===== config.mk =====
export PLATFORM = sky130hd
export DESIGN_NAME = kwm_queue_table
export DESIGN_NICKNAME = d
export VERILOG_FILES = /design/src/rtl/kwm_queue_table.sv
export SDC_FILE = /design/constraint.sdc
export NUM_CORES = 1
export LEC_CHECK = 0
export BUFFER_PORTS_ARGS = -buffer_cell sky130_fd_sc_hd__clkbuf_2
export CAP_MARGIN = 10
export CORE_MARGIN = 8
export CORE_UTILIZATION = 35
export CTS_CLUSTER_DIAMETER = 30
export DETAILED_ROUTE_END_ITERATION = 10
export HOLD_SLACK_MARGIN = 0.15
export SYNTH_ARGS = -nofsm -noshare
export SYNTH_HDL_FRONTEND = slang
export SYNTH_SLANG_ARGS = --single-unit

===== constraint.sdc =====
create_clock -name clk -period 3.5 [get_ports clk]
set_input_delay 1.05 -clock clk [delete_from_list [all_inputs] [get_ports clk]]
set_output_delay 1.05 -clock clk [all_outputs]
set_load 0.05 [all_outputs]

===== src/rtl/kwm_queue_table.sv =====
// Per-channel head and fill table with valid bits that make a clear instant.
`timescale 1ns / 1ps

module kwm_queue_table #(
  parameter int ENTRIES = 8,
  parameter int AW      = 3,
  parameter int HW      = 8,
  parameter int FW      = 9
) (
  input  logic          clk,
  input  logic          rst,
  input  logic          clr,
  input  logic          wr_en,
  input  logic [AW-1:0] wr_addr,
  input  logic [HW-1:0] wr_head,
  input  logic [FW-1:0] wr_fill,
  input  logic          rd_en,
  input  logic [AW-1:0] rd_addr,
  output logic [HW-1:0] rd_head,
  output logic [FW-1:0] rd_fill
);

  logic [HW+FW-1:0]   mem [ENTRIES];
  logic [ENTRIES-1:0] valid;
  logic [HW+FW-1:0]   rd_raw;
  logic               rd_vld;

  always_ff @(posedge clk) begin
    if (wr_en) begin
      mem[wr_addr] <= {wr_head, wr_fill};
    end
    if (rd_en) begin
      rd_raw <= mem[rd_addr];
    end
  end

  // An entry that is not valid reads as an empty queue at slot zero.
  always_ff @(posedge clk) begin
    if (rst || clr) begin
      valid <= '0;
    end else if (wr_en) begin
      valid[wr_addr] <= 1'b1;
    end
    if (rst) begin
      rd_vld <= 1'b0;
    end else if (rd_en) begin
      rd_vld <= valid[rd_addr];
    end
  end

  assign rd_head = rd_vld ? rd_raw[HW+FW-1:FW] : '0;
  assign rd_fill = rd_vld ? rd_raw[FW-1:0] : '0;

endmodule


==> flow_summary_export.csv <==
group,metric,value,unit
die,coreArea,0.0172,sq mm
routing,drc_errors,0,
pwr,power.net_switching,0.000807,W
die,die_h,149,um
synth,ys_types,19,
grt,first_global_vias,3046,
critical_path,critPathLaunch,"rd_vld",
sta,final_hold_viol_count,0,
placed_design,io_buffer_count,44,
critical_path,cp_slowest_cell,"dfxtp_1",
synth,synth_area,0.00616,sq mm
synth,ys_ff_latch,162,
clocking,post-cts-setup-buffer-count,0,
routing,ant_nets,0,
clocking,post_cts_resized,0,
outcome,status,"complete, no violations",
sta,fin_crit_sh,80.2,%
clocking,cts_buffers,17,
finish,nFillCells,1484,
routing,wire_per_inst,19.8,um
pwr,p_comb_share,5.2,%
clocking,path_clk_slew,60,ps
critical_path,crit_arrival,1760,ps
clocking,cts_sinks,162,
grt,overflow,0,
grt,grt_max_degree,39,
routing,viasPerCell,4.77,
job,max-cap-violations,0,
routing,drtIter0Drc,209,
die,fp-row-count,48,
sta,slew_headroom,55.3,%
critical_path,required,2450,ps
die,io_pins,45,
placed_design,dp_cells,538,
synth,yosys_warnings,0,
finish,fin_cells,570,
placed_design,post-dp-hpwl,6270,um
critical_path,endpoint_kind,"output pin",
sta,final.setup.tns,0,ps
sta,tightest_slew,670,ps
sta,rsz0062_at_grt,"false",
sta,drv_slew,0,
pwr,pwr-share-seq,52.7,%
pwr,p_clk_share,42.0,%
min_path,hold_path_class,"flip-flop to flip-flop",
critical_path,critPathLaunchType,"flip-flop",
clocking,cts_hold_buf,0,
grt,grt_pass1_wl,17600,um
die,die_area,0.0221,sq mm
pwr,swShare,19.2,%
pwr,p_int,0.00340,W
pwr,p_per_area,579,mW/mm^2
sta,worst_clock_skew,3.69,ps
critical_path,crit_fanout,18,
finish,n_antenna_cell,0,
grt,track_usage,11.1,%
synth,ys_seq_area_share,77.5,%
synth,syn-instance-count,270,
critical_path,r2r_start,"mem[5][14]",
clocking,insertion_delay,420,ps
min_path,min-delay-start,"valid[2]",
finish,most-common-layout-cells,"153 x edfxtp_1, 44 x clkbuf_2, 25 x mux4_2",
critical_path,criticalPathCategory,"flip-flop to output pin",
pwr,peakVddDrop,0.368,mV
routing,vias,2721,
sta,setup_viol,0,
sta,max_freq,0.356,GHz
critical_path,path_cells,"and2_1 -> clkbuf_2",
finish,syn_to_final_growth,17.9,%
finish,drive_gt1_share,37.1,%
clocking,cts_tree,"done",
finish,fin_util,42.2,%
critical_path,critPathMaxStageDelay,750,ps
clocking,clock_path_buffers,2,
clocking,h-tree-depth,4,
routing,first_pass_iters,4,
finish,nNetsFinal,360,
finish,final_common_cell,"edfxtp_1",
clocking,cts_root_buffer,"clkbuf_16",
die,die_w,149,um
die,initial_utilization,35.8,%
grt,antenna_found_initial,1,
placed_design,place_congestion,0.668,
synth,syn_avg_cell_area,22.8,sq um
synth,syn_nets,298,
routing,wl,11300,um
pwr,leakagePower,2.46,nW
sta,period_needed,2810,ps
-- flip-flops by register name (all words and copies together) (netlist names) --
name / flops
mem: 136
rd_raw: 17
rd_vld: 1
valid: 8
-- cells by family after synthesis --
kind of cell,after synthesis,synth area share (%)
muxes,56,17.2
buffers and inverters,11,1.42
and+or+nand+nor,32,2.80
DFF,162,77.5
AOI/OAI and AO/OA,9,1.18
-- worst max-delay path, delay by kind of cell (launching register included) --
family,cells,cell delay (ps)
simple gates,1,290
flops,1,750
buf+inv,1,300
-- per-layer routing --
| metal | vias up | track usage, % | part of all wire, % |
|---|---|---|---|
| met5 | - | 0 | 0.12 |
| met3 | 18 | 4.41 | 5.7 |
| met2 | 57 | 17.0 | 48 |
| met1 | 1400 | 13.7 | 45 |
| li1 | 1244 | - | - |
| met4 | 2 | 4.59 | 1.5 |
-- cell type report --
cell class	count	area (sq um)	share of cell area [%]
flip-flops and latches	162	4770	65.7
multi-input cells	97	1320	18.1
clock buffers	30	577	7.94
repair buffers	54	308	4.23
well taps	225	282	3.87
clock inverters	2	10.0	0.138
-- power by group through the flow --
stage	Combinational, W	Clock [W]	Sequential (W)
floorplan	0.000150	0	0.00225
global placement	0.000220	0	0.00225
detailed placement	0.000226	0	0.00226
CTS	0.000227	0.00181	0.00222
global route	0.000241	0.00188	0.00222
finish	0.000221	0.00177	0.00222
-- cells in the mapped netlist, drive strengths merged --
cell | instances | area share, %
o21a | 8 | 0.97
mux2 | 17 | 3.1
edfxtp | 153 | 75
clkbuf | 3 | 0.20
dfxtp | 9 | 2.9
mux2i | 4 | 0.65
buf | 8 | 1.2
a211oi | 1 | 0.20
nor2 | 8 | 0.49
nand2 | 2 | 0.12
nor3 | 2 | 0.16
nand2b | 3 | 0.30
mux4 | 35 | 13
and2 | 17 | 1.7
-- path summary, 6_finish.rpt --
kind	endpoint	slack (ps)	cells past startpoint
worst min register to register	valid[2]	470	1
worst min-delay path	valid[2]	470	1
worst max register to register	rd_raw[14]	2110	2
worst max-delay path	rd_head[4]	690	2
-- stage by stage --
stage	power (W)	area (sq um)	hold WS, ps	worst slack (ps)
finish	0.00421	7270	465	692
floorplan	0.00240	6160	440	604
global route	0.00434	7270	494	542
detailed placement	0.00248	6680	455	884
global placement	0.00247	6680	447	912
CTS	0.00426	7270	469	604
Power figures use the tool's default switching activity.
